[config.mk]
export PLATFORM = sky130hd
export DESIGN_NAME = dpc_cfg_regs
export DESIGN_NICKNAME = d
export VERILOG_FILES = /design/src/hw/rtl/assert_macros.svh /design/src/hw/rtl/dpc_pkg.sv /design/src/hw/rtl/dpc_cfg_regs.sv
export SDC_FILE = /design/constraint.sdc
export NUM_CORES = 1
export LEC_CHECK = 0
export BUFFER_PORTS_ARGS = -buffer_cell sky130_fd_sc_hd__buf_2
export CAP_MARGIN = 0
export CELL_PAD_IN_SITES_DETAIL_PLACEMENT = 1
export CELL_PAD_IN_SITES_GLOBAL_PLACEMENT = 2
export CORE_UTILIZATION = 28
export DETAILED_ROUTE_END_ITERATION = 8
export PLACE_DENSITY_LB_ADDON = 0.1
export SYNTH_ARGS = -nofsm -noshare
export SYNTH_HDL_FRONTEND = slang
export SYNTH_SLANG_ARGS = --single-unit
[constraint.sdc]
create_clock -name clk -period 2.2 [get_ports clk]
set_clock_uncertainty 0.2 [all_clocks]
set_input_delay 0.44 -clock clk [delete_from_list [all_inputs] [get_ports clk]]
set_output_delay 0.44 -clock clk [all_outputs]
set_load 0.02 [all_outputs]
[src/hw/rtl/assert_macros.svh]
// Assertion macros shared by the RTL of the point cloud block.
// No dependencies; included by files that carry concurrent checks.
`ifndef ASSERT_MACROS_SVH
`define ASSERT_MACROS_SVH

// Same-cycle implication, disabled while reset is low.
`define ASSERT_IMPL(label, clk, rst_n, ante, cons, msg) \
  label: assert property (@(posedge clk) disable iff (!rst_n) (ante) |-> (cons)) \
    else $error(msg);

// Next-cycle implication, disabled while reset is low.
`define ASSERT_NEXT(label, clk, rst_n, ante, cons, msg) \
  label: assert property (@(posedge clk) disable iff (!rst_n) (ante) |=> (cons)) \
    else $error(msg);

`endif

[src/hw/rtl/dpc_pkg.sv]
// Shared types and constants for the depth to point cloud block.
// No dependencies; imported by every module of the block.
package dpc_pkg;

  // Geometry and number formats
  localparam int MAX_WIDTH  = 4096;
  localparam int COL_W      = 12;
  localparam int ROW_W      = 12;
  localparam int WIDTH_W    = 13;
  localparam int DEPTH_W    = 16;
  localparam int COORD_W    = 16;
  localparam int IFOC_W     = 24;
  localparam int PROD1_W    = 32;
  localparam int PROD2_W    = 56;
  localparam int POS_W      = 32;
  localparam int COLOR_W    = 8;
  localparam int CFG_IDX_W  = 3;
  localparam int CFG_DATA_W = 24;

  localparam logic [COLOR_W-1:0] GREY_LEVEL = 8'd122;

  // Register indexes
  typedef enum logic [CFG_IDX_W-1:0] {
    REG_IMAGE_WIDTH     = 3'd0,
    REG_PRINCIPAL_X     = 3'd1,
    REG_PRINCIPAL_Y     = 3'd2,
    REG_INVERSE_FOCAL_X = 3'd3,
    REG_INVERSE_FOCAL_Y = 3'd4,
    REG_DEPTH_MIN       = 3'd5,
    REG_DEPTH_MAX       = 3'd6,
    REG_USE_COLOUR      = 3'd7
  } cfg_reg_t;

  // Register file contents as seen by the datapath (width already clamped)
  typedef struct packed {
    logic [WIDTH_W-1:0] width_eff;
    logic [COORD_W-1:0] principal_x;
    logic [COORD_W-1:0] principal_y;
    logic [IFOC_W-1:0]  inverse_focal_x;
    logic [IFOC_W-1:0]  inverse_focal_y;
    logic [DEPTH_W-1:0] depth_min;
    logic [DEPTH_W-1:0] depth_max;
    logic               use_colour;
  } cfg_t;

  // Controller to datapath commands
  typedef struct packed {
    logic capture;   // input request accepted this cycle
    logic mul1_en;   // first product stage
    logic mul2_en;   // second product stage
    logic out_load;  // round, saturate and load output register
  } ctrl_cmd_t;

  // Datapath to controller status
  typedef struct packed {
    logic emit_hit;  // pixel at the input lands on an even row and column
  } dp_status_t;

endpackage

[src/hw/rtl/dpc_cfg_regs.sv]
// Configuration register file of the depth to point cloud block.
// Depends on dpc_pkg.
module dpc_cfg_regs (
  input  logic                            clk,
  input  logic                            rst_n,
  input  logic                            cfg_we,
  input  logic [dpc_pkg::CFG_IDX_W-1:0]   cfg_index,
  input  logic [dpc_pkg::CFG_DATA_W-1:0]  cfg_data,
  output dpc_pkg::cfg_t                   cfg
);
  import dpc_pkg::*;

  logic [WIDTH_W-1:0] image_width_r;
  logic [COORD_W-1:0] principal_x_r;
  logic [COORD_W-1:0] principal_y_r;
  logic [IFOC_W-1:0]  inverse_focal_x_r;
  logic [IFOC_W-1:0]  inverse_focal_y_r;
  logic [DEPTH_W-1:0] depth_min_r;
  logic [DEPTH_W-1:0] depth_max_r;
  logic               use_colour_r;

  // Register writes
  always_ff @(posedge clk) begin
    if (!rst_n) begin
      image_width_r     <= WIDTH_W'(640);
      principal_x_r     <= COORD_W'(5120);
      principal_y_r     <= COORD_W'(3840);
      inverse_focal_x_r <= IFOC_W'(31457);
      inverse_focal_y_r <= IFOC_W'(31457);
      depth_min_r       <= DEPTH_W'(100);
      depth_max_r       <= DEPTH_W'(8000);
      use_colour_r      <= 1'b1;
    end else if (cfg_we) begin
      case (cfg_reg_t'(cfg_index))
        REG_IMAGE_WIDTH:     image_width_r     <= cfg_data[WIDTH_W-1:0];
        REG_PRINCIPAL_X:     principal_x_r     <= cfg_data[COORD_W-1:0];
        REG_PRINCIPAL_Y:     principal_y_r     <= cfg_data[COORD_W-1:0];
        REG_INVERSE_FOCAL_X: inverse_focal_x_r <= cfg_data[IFOC_W-1:0];
        REG_INVERSE_FOCAL_Y: inverse_focal_y_r <= cfg_data[IFOC_W-1:0];
        REG_DEPTH_MIN:       depth_min_r       <= cfg_data[DEPTH_W-1:0];
        REG_DEPTH_MAX:       depth_max_r       <= cfg_data[DEPTH_W-1:0];
        REG_USE_COLOUR:      use_colour_r      <= cfg_data[0];
        default: ;
      endcase
    end
  end

  // Clamp the row width into 2..MAX_WIDTH
  always_comb begin
    if (image_width_r < WIDTH_W'(2)) begin
      cfg.width_eff = WIDTH_W'(2);
    end else if (image_width_r > WIDTH_W'(MAX_WIDTH)) begin
      cfg.width_eff = WIDTH_W'(MAX_WIDTH);
    end else begin
      cfg.width_eff = image_width_r;
    end
    cfg.principal_x     = principal_x_r;
    cfg.principal_y     = principal_y_r;
    cfg.inverse_focal_x = inverse_focal_x_r;
    cfg.inverse_focal_y = inverse_focal_y_r;
    cfg.depth_min       = depth_min_r;
    cfg.depth_max       = depth_max_r;
    cfg.use_colour      = use_colour_r;
  end

endmodule

==> results.yml <==
outcome:
  outcome: "completed"
clocking:
  cts_tree: "done"
  cts_buffer_depth: 2
  htreeDepth: 4
  clockRootBuffer: "clkbuf_16"
  clk_pin_slew_ns: 0.06
  clock_latency_ns: 0.41
  hold_buffers: 0
  cts_buffers: 17
  cts_sinks: 126
synthesis:
  syn_nets: 614
  seq_area_frac_synth_pct: 51.85
  ys_ff_latch: 126
  syn_area_um2: 4865
  avgSynthCellArea_um2: 8.330
  synthCells: 584
  yosys_warnings: 0
  synth.distinct_cells: 24
cells_and_area:
  register_area_um2: 2527
  final_cell_area_um2: 6480
  drive_gt1_share_pct: 28.49
  final_common_cell: "nand2_1"
  multi_input_area_um2: 2098
  final_nets: 754
  fillers: 2024
  final_cell_mix: "nand2_1 (251), buf_2 (152), dfxtp_1 (124), a21boi_0 (66), nand3_1 (36)"
  n_antenna_cell: 0
  area_growth_pct: 33.20
min_path:
  hp-class: "input pin to register"
route:
  via_per_inst: 4.603
  postRouteAntennaNets: 0
  drt_iter0_markers: 139
  drc_errors: 0
  post_drt_wl_per_cell_um: 16.71
  vias: 4405
  drtPass1Iterations: 4
  routed_wl_um: 16000
placement:
  place.port_buffers: 155
  postPlaceCellArea_um2: 5783
  dp_slack_ns: 0.3608
  hpwlAfterDp_um: 11070
  gp_congestion: 0.7246
grt:
  antenna_found_initial: 0
  grt.total_usage_pct: 18.46
  grt_pass1_wl_um: 25050
  grt_pass1_vias: 4453
  grt_max_degree: 40
  grt_overflow: 0
pwr:
  p_per_area_nw_per_um2: 910.0
  p_leak_nw: 2.808
  irDropWorstVdd_mv: 0.5190
setup_path:
  critPathTopFamily: "simple AND/OR/NAND/NOR gates"
  max_stage_delay_ns: 0.35
  critical-path-slowest-cell: "dfxtp_4"
  required_ns: 1.56
  arrival_ns: 1.51
  crit_buf_inv: 1
  path_class: "register to output pin"
  crit_chain: "nor4_4 > nand3_1 > and3b_1 > buf_6"
  crit_path_start_kind: "register"
  worstPathMaxFanout: 3
  critPathCaptureType: "output pin"
die:
  io-pin-count: 156
  start_util_pct: 29.03
  die_area_um2: 17910
  coreArea_um2: 16760
  die_y_um: 133.8
  die_w_um: 133.8
  fp-row-count: 47
sta:
  setup_viol_count_final: 0
  maxSlewViolCount: 0
  hold_viol_final: 0
  period_share_pct: 97.79
  rsz0062_at_grt: "yes"
  timing.final.ws_setup_ns: 0.04872
  final.min_clock_period_ns: 2.151
  worstMarginPinSlew_ns: 0.4761
  relSlewSlack_pct: 68.22
  clock.fmax_ghz: 0.4648
run:
  cap_violations: 0
-- tightest hold or removal path, cell delays in order --
cell and delay [ns]:
buf_2 0.11, nand2_1 0.05, a21boi_1 0.05
-- final cells by class --
class                           count  area share, %
Timing Repair Buffer              170          14.33
Tap cell                          220          4.248
Sequential cell                   126          39.00
Inverter                            1        0.05793
Clock inverter                     11          2.877
Multi-Input combinational cell    408          32.38
Clock buffer                       21          7.106
-- sequential cells by signal, indices dropped and copies added, names as in the netlist --
name	cells
depth_max_r	16
depth_min_r	16
image_width_r	13
inverse_focal_x_r	24
inverse_focal_y_r	24
principal_x_r	16
principal_y_r	16
use_colour_r	1
-- path summary, 6_finish.rpt --
| check | start | end | slack (ns) | cells after the start |
|---|---|---|---|---|
| max | image_width_r[11]$_SDFFE_PN0P_ | cfg[113] | 0.05 | 4 |
| min | cfg_data[20] | inverse_focal_y_r[20]$_SDFFE_PN0P_ | 0.07 | 3 |
| max reg2reg | image_width_r[12]$_SDFFE_PN0P_ | image_width_r[12]$_SDFFE_PN0P_ | 1.06 | 2 |
| min reg2reg | principal_y_r[12]$_SDFFE_PN0P_ | principal_y_r[12]$_SDFFE_PN0P_ | 0.25 | 2 |
-- cell usage after synthesis, drive strengths merged --
master,count,share of area (%)
nor2b,10,1.3
nor4,2,0.26
buf,30,4.0
mux2i,1,0.21
and4bb,3,0.77
inv,1,0.077
clkbuf,19,1.5
a21oi,1,0.10
nor3,1,0.10
nand4b,3,0.54
or4b,1,0.28
nand3,36,3.7
and3b,1,0.18
dfxtp,126,52
nor4b,1,0.49
nand2,251,19
a21boi,90,14
nand4,1,0.13
and4b,3,0.62
nand4bb,3,0.69
-- logic make-up after synthesis --
logic type,Yosys count,synth area share (%)
AO/OA/AOI/OAI,91,13.99
buffers and inverters,50,5.530
flip-flops,126,51.85
multiplexers,1,0.2058
AND/OR/NAND/NOR,316,28.42
-- through the flow --
stage | TNS [ns] | std cells | utilization, % | total power, mW | hold slack (ns)
finish | 0 | 957 | 38.66 | 5.897 | 0.07091
global route | -0.1345 | 957 | 38.66 | 6.126 | 0.08204
CTS | -0.01674 | 956 | 38.42 | 5.978 | 0.05434
detailed placement | 0 | 924 | 34.51 | 2.851 | 0.2463
global placement | 0 | 924 | 34.51 | 2.841 | 0.2404
floorplan | 0 | 584 | - | 2.664 | 0.2392
-- what timing repair did --
item | in CTS | in global routing
pin swaps | 0 | 3
endpoints found under the setup margin | 2 | 2
gates resized for setup | 2 | 9
setup buffers | 0 | 1
endpoints found under the hold margin | 0 | 0
gates cloned | 0 | 0
-- routing by layer --
layer / vias to the layer above / part of all wire (%) / GRT usage (%)
li1: 2173 / - / -
met1: 2115 / 46 / 23.28
met2: 100 / 48 / 30.14
met3: 17 / 5.4 / 5.102
met4: 0 / 0.98 / 6.439
met5: - / 0 / 0
-- power by group --
| group | internal [mW] | switching (mW) |
|---|---|---|
| clock network | 2.07 | 1.03 |
| logic | 0.145 | 0.279 |
| registers | 2.34 | 0.0323 |
| total | 4.55 | 1.35 |
Note: power is estimated with default switching activity, not from simulation.
