==> src/hw/rtl/assert_macros.svh <==
// Assertion macros shared by the RTL of the point cloud block.
// No dependencies; included by files that carry concurrent checks.
`ifndef ASSERT_MACROS_SVH
`define ASSERT_MACROS_SVH

// Same-cycle implication, disabled while reset is low.
`define ASSERT_IMPL(label, clk, rst_n, ante, cons, msg) \
  label: assert property (@(posedge clk) disable iff (!rst_n) (ante) |-> (cons)) \
    else $error(msg);

// Next-cycle implication, disabled while reset is low.
`define ASSERT_NEXT(label, clk, rst_n, ante, cons, msg) \
  label: assert property (@(posedge clk) disable iff (!rst_n) (ante) |=> (cons)) \
    else $error(msg);

`endif

==> src/hw/rtl/dpc_pkg.sv <==
// Shared types and constants for the depth to point cloud block.
// No dependencies; imported by every module of the block.
package dpc_pkg;

  // Geometry and number formats
  localparam int MAX_WIDTH  = 4096;
  localparam int COL_W      = 12;
  localparam int ROW_W      = 12;
  localparam int WIDTH_W    = 13;
  localparam int DEPTH_W    = 16;
  localparam int COORD_W    = 16;
  localparam int IFOC_W     = 24;
  localparam int PROD1_W    = 32;
  localparam int PROD2_W    = 56;
  localparam int POS_W      = 32;
  localparam int COLOR_W    = 8;
  localparam int CFG_IDX_W  = 3;
  localparam int CFG_DATA_W = 24;

  localparam logic [COLOR_W-1:0] GREY_LEVEL = 8'd122;

  // Register indexes
  typedef enum logic [CFG_IDX_W-1:0] {
    REG_IMAGE_WIDTH     = 3'd0,
    REG_PRINCIPAL_X     = 3'd1,
    REG_PRINCIPAL_Y     = 3'd2,
    REG_INVERSE_FOCAL_X = 3'd3,
    REG_INVERSE_FOCAL_Y = 3'd4,
    REG_DEPTH_MIN       = 3'd5,
    REG_DEPTH_MAX       = 3'd6,
    REG_USE_COLOUR      = 3'd7
  } cfg_reg_t;

  // Register file contents as seen by the datapath (width already clamped)
  typedef struct packed {
    logic [WIDTH_W-1:0] width_eff;
    logic [COORD_W-1:0] principal_x;
    logic [COORD_W-1:0] principal_y;
    logic [IFOC_W-1:0]  inverse_focal_x;
    logic [IFOC_W-1:0]  inverse_focal_y;
    logic [DEPTH_W-1:0] depth_min;
    logic [DEPTH_W-1:0] depth_max;
    logic               use_colour;
  } cfg_t;

  // Controller to datapath commands
  typedef struct packed {
    logic capture;   // input request accepted this cycle
    logic mul1_en;   // first product stage
    logic mul2_en;   // second product stage
    logic out_load;  // round, saturate and load output register
  } ctrl_cmd_t;

  // Datapath to controller status
  typedef struct packed {
    logic emit_hit;  // pixel at the input lands on an even row and column
  } dp_status_t;

endpackage

==> src/hw/rtl/dpc_ctrl.sv <==
// Sequencing controller: accept, two multiply steps, output load.
// Depends on dpc_pkg.
module dpc_ctrl (
  input  logic                  clk,
  input  logic                  rst_n,
  input  logic                  in_valid,
  output logic                  in_stall,
  output logic                  out_valid,
  input  logic                  out_stall,
  input  dpc_pkg::dp_status_t   status,
  output dpc_pkg::ctrl_cmd_t    cmd
);
  import dpc_pkg::*;

  typedef enum logic [1:0] {
    S_IDLE,
    S_MUL1,
    S_MUL2,
    S_FIN
  } state_t;

  state_t state_r, state_nxt;
  logic   out_valid_r, out_valid_nxt;
  logic   accept;
  logic   out_free;

  assign in_stall  = (state_r != S_IDLE);
  assign accept    = in_valid && !in_stall;
  assign out_free  = !out_valid_r || !out_stall;
  assign out_valid = out_valid_r;

  // Commands and next state
  always_comb begin
    state_nxt    = state_r;
    cmd.capture  = 1'b0;
    cmd.mul1_en  = 1'b0;
    cmd.mul2_en  = 1'b0;
    cmd.out_load = 1'b0;
    case (state_r)
      S_IDLE: begin
        cmd.capture = accept;
        if (accept && status.emit_hit) begin
          state_nxt = S_MUL1;
        end
      end
      S_MUL1: begin
        cmd.mul1_en = 1'b1;
        state_nxt   = S_MUL2;
      end
      S_MUL2: begin
        cmd.mul2_en = 1'b1;
        state_nxt   = S_FIN;
      end
      S_FIN: begin
        // wait here until the output register can take the result
        if (out_free) begin
          cmd.out_load = 1'b1;
          state_nxt    = S_IDLE;
        end
      end
      default: state_nxt = S_IDLE;
    endcase
    out_valid_nxt = cmd.out_load || (out_valid_r && out_stall);
  end

  // State and registered output valid
  always_ff @(posedge clk) begin
    if (!rst_n) begin
      state_r     <= S_IDLE;
      out_valid_r <= 1'b0;
    end else begin
      state_r     <= state_nxt;
      out_valid_r <= out_valid_nxt;
    end
  end

endmodule

==> config.mk <==
export PLATFORM = sky130hd
export DESIGN_NAME = dpc_ctrl
export DESIGN_NICKNAME = d
export VERILOG_FILES = /design/src/hw/rtl/assert_macros.svh /design/src/hw/rtl/dpc_pkg.sv /design/src/hw/rtl/dpc_ctrl.sv
export SDC_FILE = /design/constraint.sdc
export NUM_CORES = 1
export LEC_CHECK = 0
export BUFFER_PORTS_ARGS = -buffer_cell sky130_fd_sc_hd__buf_2
export CAP_MARGIN = 20
export CORE_AREA = 2 2 39 41
export DETAILED_ROUTE_END_ITERATION = 12
export DIE_AREA = 0 0 41 43
export PLACE_DENSITY = 0.37
export SLEW_MARGIN = 20
export SYNTH_ARGS = -nofsm -noshare
export SYNTH_HDL_FRONTEND = slang
export SYNTH_SLANG_ARGS = --single-unit
==> constraint.sdc <==
create_clock -name clk -period 1.65 [get_ports clk]
set_clock_uncertainty 0.15 [all_clocks]
set_input_delay 0.2475 -clock clk [delete_from_list [all_inputs] [get_ports clk]]
set_output_delay 0.2475 -clock clk [all_outputs]
set_load 0.01 [all_outputs]
==> summary.txt, run 1 <==
Outcome -> complete, no violations
Port Buffers -> 10
Final setup viols -> 0
I/O pin count -> 11
Pins Over Slew Limit -> 0
Nets -> 48
CP max FO -> 4
Cells after Synth -> 23
Via/cell ratio -> 3.60
Startpoint types -> flip-flop
Share of the synthesized area in the top cell type -> 28.9%
Power Dens Cells -> 1700 mW/mm2
Fmax -> 0.635 GHz
VDD IR max -> 0.339 mV
Layout area overhead -> 46.8%
Mean post-synth cell area -> 9.41 um2
Yosys warns -> 0
RSZ-0062 raised after global routing -> no
Routed WL -> 444 um
CTS Root Cell -> clkbuf_4
Final worst setup slack -> 0.0756 ns
ANT nets after route -> 0
Slew headroom -> 84.4%
Antenna Cells -> 0
Hold Crit Class -> input port to flip-flop
R2R setup slack -> 0.38 ns
FF-to-FF Start -> state_r[0]
Period minus WS final -> 1.57 ns
Total Routing Usage GR -> 5.42%
Post-synthesis sequential area ratio -> 27.7%
Initial antenna violation count -> 0
Post-synth top area cell -> ha_1
DIE HEIGHT -> 43 um
Global-route wire length before repair -> 607 um
Slew at the pin closest to its max-slew limit -> 0.234 ns
Reg2reg path depth -> 4
Max Cap Viol -> 0
Final Power -> 0.539 mW
Critical path class -> flip-flop to primary output
Syn Nets -> 33
Leakage power -> 0.163 nW
Hold Vio Cnt, Final -> 0
Final Cycle Share -> 95.4%
CP arrival -> 1.18 ns
Hold Path Origin -> rst_n
Routed len/inst -> 8.38 um
Starting DRT DRC Count -> 1
GR Overflow Total -> 0
Commonest non-fill, non-tap cell in the layout -> buf_2
Starting Density -> 15.6%
Worst setup EP type -> primary output
CP startpoint -> state_r[0]
Hold depth -> 2
Final core utilization -> 23.0%
DRT Pass-1 Iters -> 2
Post-synth cell types -> 11
Die W -> 41 um
Die area -> 0.00176 mm2
Pin count of the biggest net entering global routing -> 6
Final GP Congestion -> 0.673
#FFs+latches synth -> 3
Pre-CTS WS -> 0.231 ns
Postcts setup bufs -> 0
Post-route setup TNS -> 0 ns
CTS Buffer Depth -> 2
Routed vias -> 191
Drt drc -> 0
Clock sink count -> 3
DP HPWL -> 364 um
Clock Latency Late Sink -> 0.23 ns
CTS H-tree depth -> 1
Hold endpoint -> out_valid
Cell area after synthesis -> 216 um2
CTS tree -> yes
Final hold slack -> 0.136 ns
Site Rows -> 14
Core Area -> 0.00138 mm2
Synth top area cells -> ha_1, dfxtp_1, mux2i_1
RR Endpoint -> state_r[1]
CTS buffer count -> 3
Commonest cells after routing, fill and taps aside -> buf_2, nand2_1, ha_1
Layout cells sized above 1 -> 48.6%
Vias in the first global route -> 168
Clock-pin slew of the registers on the worst-case setup and hold paths -> 0.04 ns
Req. time, crit path -> 1.25 ns
==> per-layer routing <==
| metal | GRT usage, % | wire length [um] | up-vias |
|---|---|---|---|
| li1 | - | - | 103 |
| met1 | 7.05 | 201 | 82 |
| met2 | 6.25 | 223 | 6 |
| met3 | 0 | 20 | 0 |
| met4 | 8.00 | 0 | 0 |
| met5 | 0 | 0 | - |
==> metrics by stage <==
step | area [um2] | std cells
after floorplan | 216 | 23
after global placement | 287 | 49
after detailed placement | 287 | 49
after CTS | 315 | 53
after global routing | 318 | 53
final | 318 | 53
==> worst max-delay path, cell delays in order (launching register included) <==
cell and delay [ns]:
dfxtp_2 0.35, inv_1 0.08, ha_2 0.20, and2_2 0.18, buf_2 0.13
==> worst max-delay path by stage <==
stage	end	slack, ns	cells after the start
detailed placement	cmd[3]	0.23	4
finish	cmd[3]	0.08	4
floorplan	cmd[0]	0.38	2
global route	cmd[3]	0.03	4
CTS	cmd[3]	0.02	4
global placement	cmd[3]	0.25	4
==> report_power, final <==
part	total [mW]	switching (mW)	internal, mW
registers	0.135	0.0302	0.105
clock network	0.129	0.0382	0.0907
logic	0.275	0.144	0.131
total	0.539	0.213	0.326
==> registers in the layout, summed over array words and instances (netlist names) <==
signal / cells
state_r: 2
out_valid: 1
==> layout make-up <==
cell class | instances | area [um2]
multi-input cells | 17 | 148
fillers | 159 | 1070
flip-flops and latches | 3 | 62.6
repair buffers | 10 | 50.0
clock buffers | 4 | 26.3
well taps | 16 | 20.0
inverters | 3 | 11.3
==> Yosys cell counts <==
cell,number
a21oi_1,1
a21boi_0,1
dfxtp_1,3
nand2_1,4
inv_1,3
nor2b_1,1
o21ai_0,1
mux2i_1,2
a32oi_2,1
ha_1,5
and2_2,1
==> repair_timing <==
item	in CTS	in global routing
endpoints found under the setup margin	1	1
gates cloned	0	0
gates resized for setup	2	1
hold buffers	0	0
==> logic make-up (layout without fill, tap and decap cells) <==
kind of cell	count (synthesis)	in the layout	synth area share (%)
simple gates	6	6	13.3
buf+inv	3	17	5.20
compound gates	4	4	15.6
fa+ha+maj	5	5	28.9
mux	2	2	9.25
flops	3	3	27.7
Power figures use the tool's default switching activity.
==> run 2: changes to the inputs <==
--- a/config.mk
+++ b/config.mk
@@ -10,6 +10,7 @@
 export CORE_AREA = 2 2 39 41
 export DETAILED_ROUTE_END_ITERATION = 12
 export DIE_AREA = 0 0 41 43
+export GPL_TIMING_DRIVEN = 0
 export PLACE_DENSITY = 0.37
 export SLEW_MARGIN = 20
 export SYNTH_ARGS = -nofsm -noshare
==> summary.txt, run 2 (synthesized netlist as in run 1, its figures left out) <==
Vias in the first global route -> 181
Slew at the pin closest to its max-slew limit -> 0.233 ns
Final GP Congestion -> 0.681
Starting Density -> 15.6%
Worst setup EP type -> primary output
Clock Latency Late Sink -> 0.23 ns
Pins Over Slew Limit -> 0
Initial antenna violation count -> 0
Outcome -> complete, no violations
FF-to-FF Start -> state_r[0]
Hold Path Origin -> rst_n
Routed len/inst -> 8.28 um
Max Cap Viol -> 0
Commonest non-fill, non-tap cell in the layout -> buf_2
P_int -> 0.326 mW
Final core utilization -> 23.0%
Slew headroom -> 84.4%
Req. time, crit path -> 1.25 ns
Layout cells sized above 1 -> 48.6%
Die area -> 0.00176 mm2
Drt drc -> 0
Reg power frac -> 25.2%
Final hold slack -> 0.147 ns
Pin count of the biggest net entering global routing -> 6
Clock share of power -> 23.9%
CP startpoint -> state_r[0]
Switching share of power -> 39.4%
Startpoint types -> flip-flop
Core Area -> 0.00138 mm2
NetSw -> 0.212 mW
Site Rows -> 14
Postcts setup bufs -> 0
CP arrival -> 1.18 ns
Nets -> 48
Leakage power -> 0.163 nW
Max reg flops -> 2
Crit-path cells -> inv_1, ha_2, and2_2, buf_2
CTS Root Cell -> clkbuf_4
Port Buffers -> 10
Period minus WS final -> 1.58 ns
Power Dens Cells -> 1690 mW/mm2
CTS tree -> yes
Hold_buf cts -> 0
Hold Vio Cnt, Final -> 0
# fillers -> 159
CTS buffer count -> 3
DP HPWL -> 335 um
CTS Buffer Depth -> 2
RSZ-0062 raised after global routing -> no
DRT Pass-1 Iters -> 1
Hold Crit Class -> input port to flip-flop
Reg with most FFs -> state_r
Post-route setup TNS -> 0 ns
Gate power share -> 50.9%
Die W -> 41 um
CP max-delay cell -> dfxtp_2
Placed Area -> 287 um2
Clock sink count -> 3
Final instance area -> 318 um2
Routed vias -> 193
CP max FO -> 4
Total Routing Usage GR -> 7.02%
DIE HEIGHT -> 43 um
ANT nets after route -> 0
Antenna Cells -> 0
Via/cell ratio -> 3.64
Fmax -> 0.635 GHz
I/O pin count -> 11
GR Overflow Total -> 0
CTS H-tree depth -> 1
Final Cycle Share -> 95.5%
Layout area overhead -> 46.8%
Commonest cells after routing, fill and taps aside -> buf_2, nand2_1, ha_1
Global-route wire length before repair -> 745 um
Starting DRT DRC Count -> 0
Final setup viols -> 0
Worst path max stage delay -> 0.35 ns
Routed WL -> 439 um
VDD IR max -> 0.385 mV
Critical path class -> flip-flop to primary output
Clock-pin slew of the registers on the worst-case setup and hold paths -> 0.04 ns
-- run 2: cell counts in the layout (fill, tap and decap cells not counted) --
No cell type changed its count.
-- run 2: critical path: cells and delay by family (launching register included) --
kind,cells,cell delay (ns)
simple gates,1,0.18
buf+inv,2,0.21
flops,1,0.35
fa+ha+maj,1,0.20
-- run 2: path summary, 6_finish.rpt --
kind | end | slack (ns) | depth (start not counted)
setup / recovery | cmd[3] | 0.07 | 4
hold / removal | state_r[0] | 0.15 | 3
setup reg to reg | state_r[1] | 0.37 | 4
hold reg to reg | state_r[0] | 0.33 | 2
-- run 2: routing by layer --
layer / vias to the layer above / part of all wire (%) / track usage [%]
met4: 0 / 0 / 6.00
met3: 0 / 11 / 4.71
met1: 80 / 40 / 8.33
met5: - / 0 / 0
met2: 9 / 49 / 8.13
li1: 104 / - / -
-- run 2: repair_timing --
action / 4_1_cts / 5_1_grt
pin swaps: 0 / 0
setup endpoints to repair: 1 / 1
gates resized for setup: 2 / 1
-- run 2: power by group through the flow --
stage | sequential [mW] | combinational [mW] | clock [mW]
3_5_place_dp | 0.131 | 0.271 | 0
6_report | 0.135 | 0.273 | 0.129
5_1_grt | 0.144 | 0.309 | 0.143
3_3_place_gp | 0.130 | 0.268 | 0
2_1_floorplan | 0.123 | 0.191 | 0
4_1_cts | 0.135 | 0.274 | 0.135
-- run 2: cell type report --
class | count | area [um2] | area share, %
clock buffers | 4 | 26.3 | 8.27
inverters | 3 | 11.3 | 3.54
flip-flops and latches | 3 | 62.6 | 19.7
repair buffers | 10 | 50.0 | 15.7
multi-input cells | 17 | 148 | 46.5
well taps | 16 | 20.0 | 6.30
-- run 2: stage by stage --
step	std cells	worst slack, ns	power (mW)
global placement	49	0.227	0.397
finish	53	0.0749	0.537
global route	53	0.00667	0.596
CTS	53	0.0190	0.545
detailed placement	49	0.207	0.402
floorplan	23	0.384	0.314
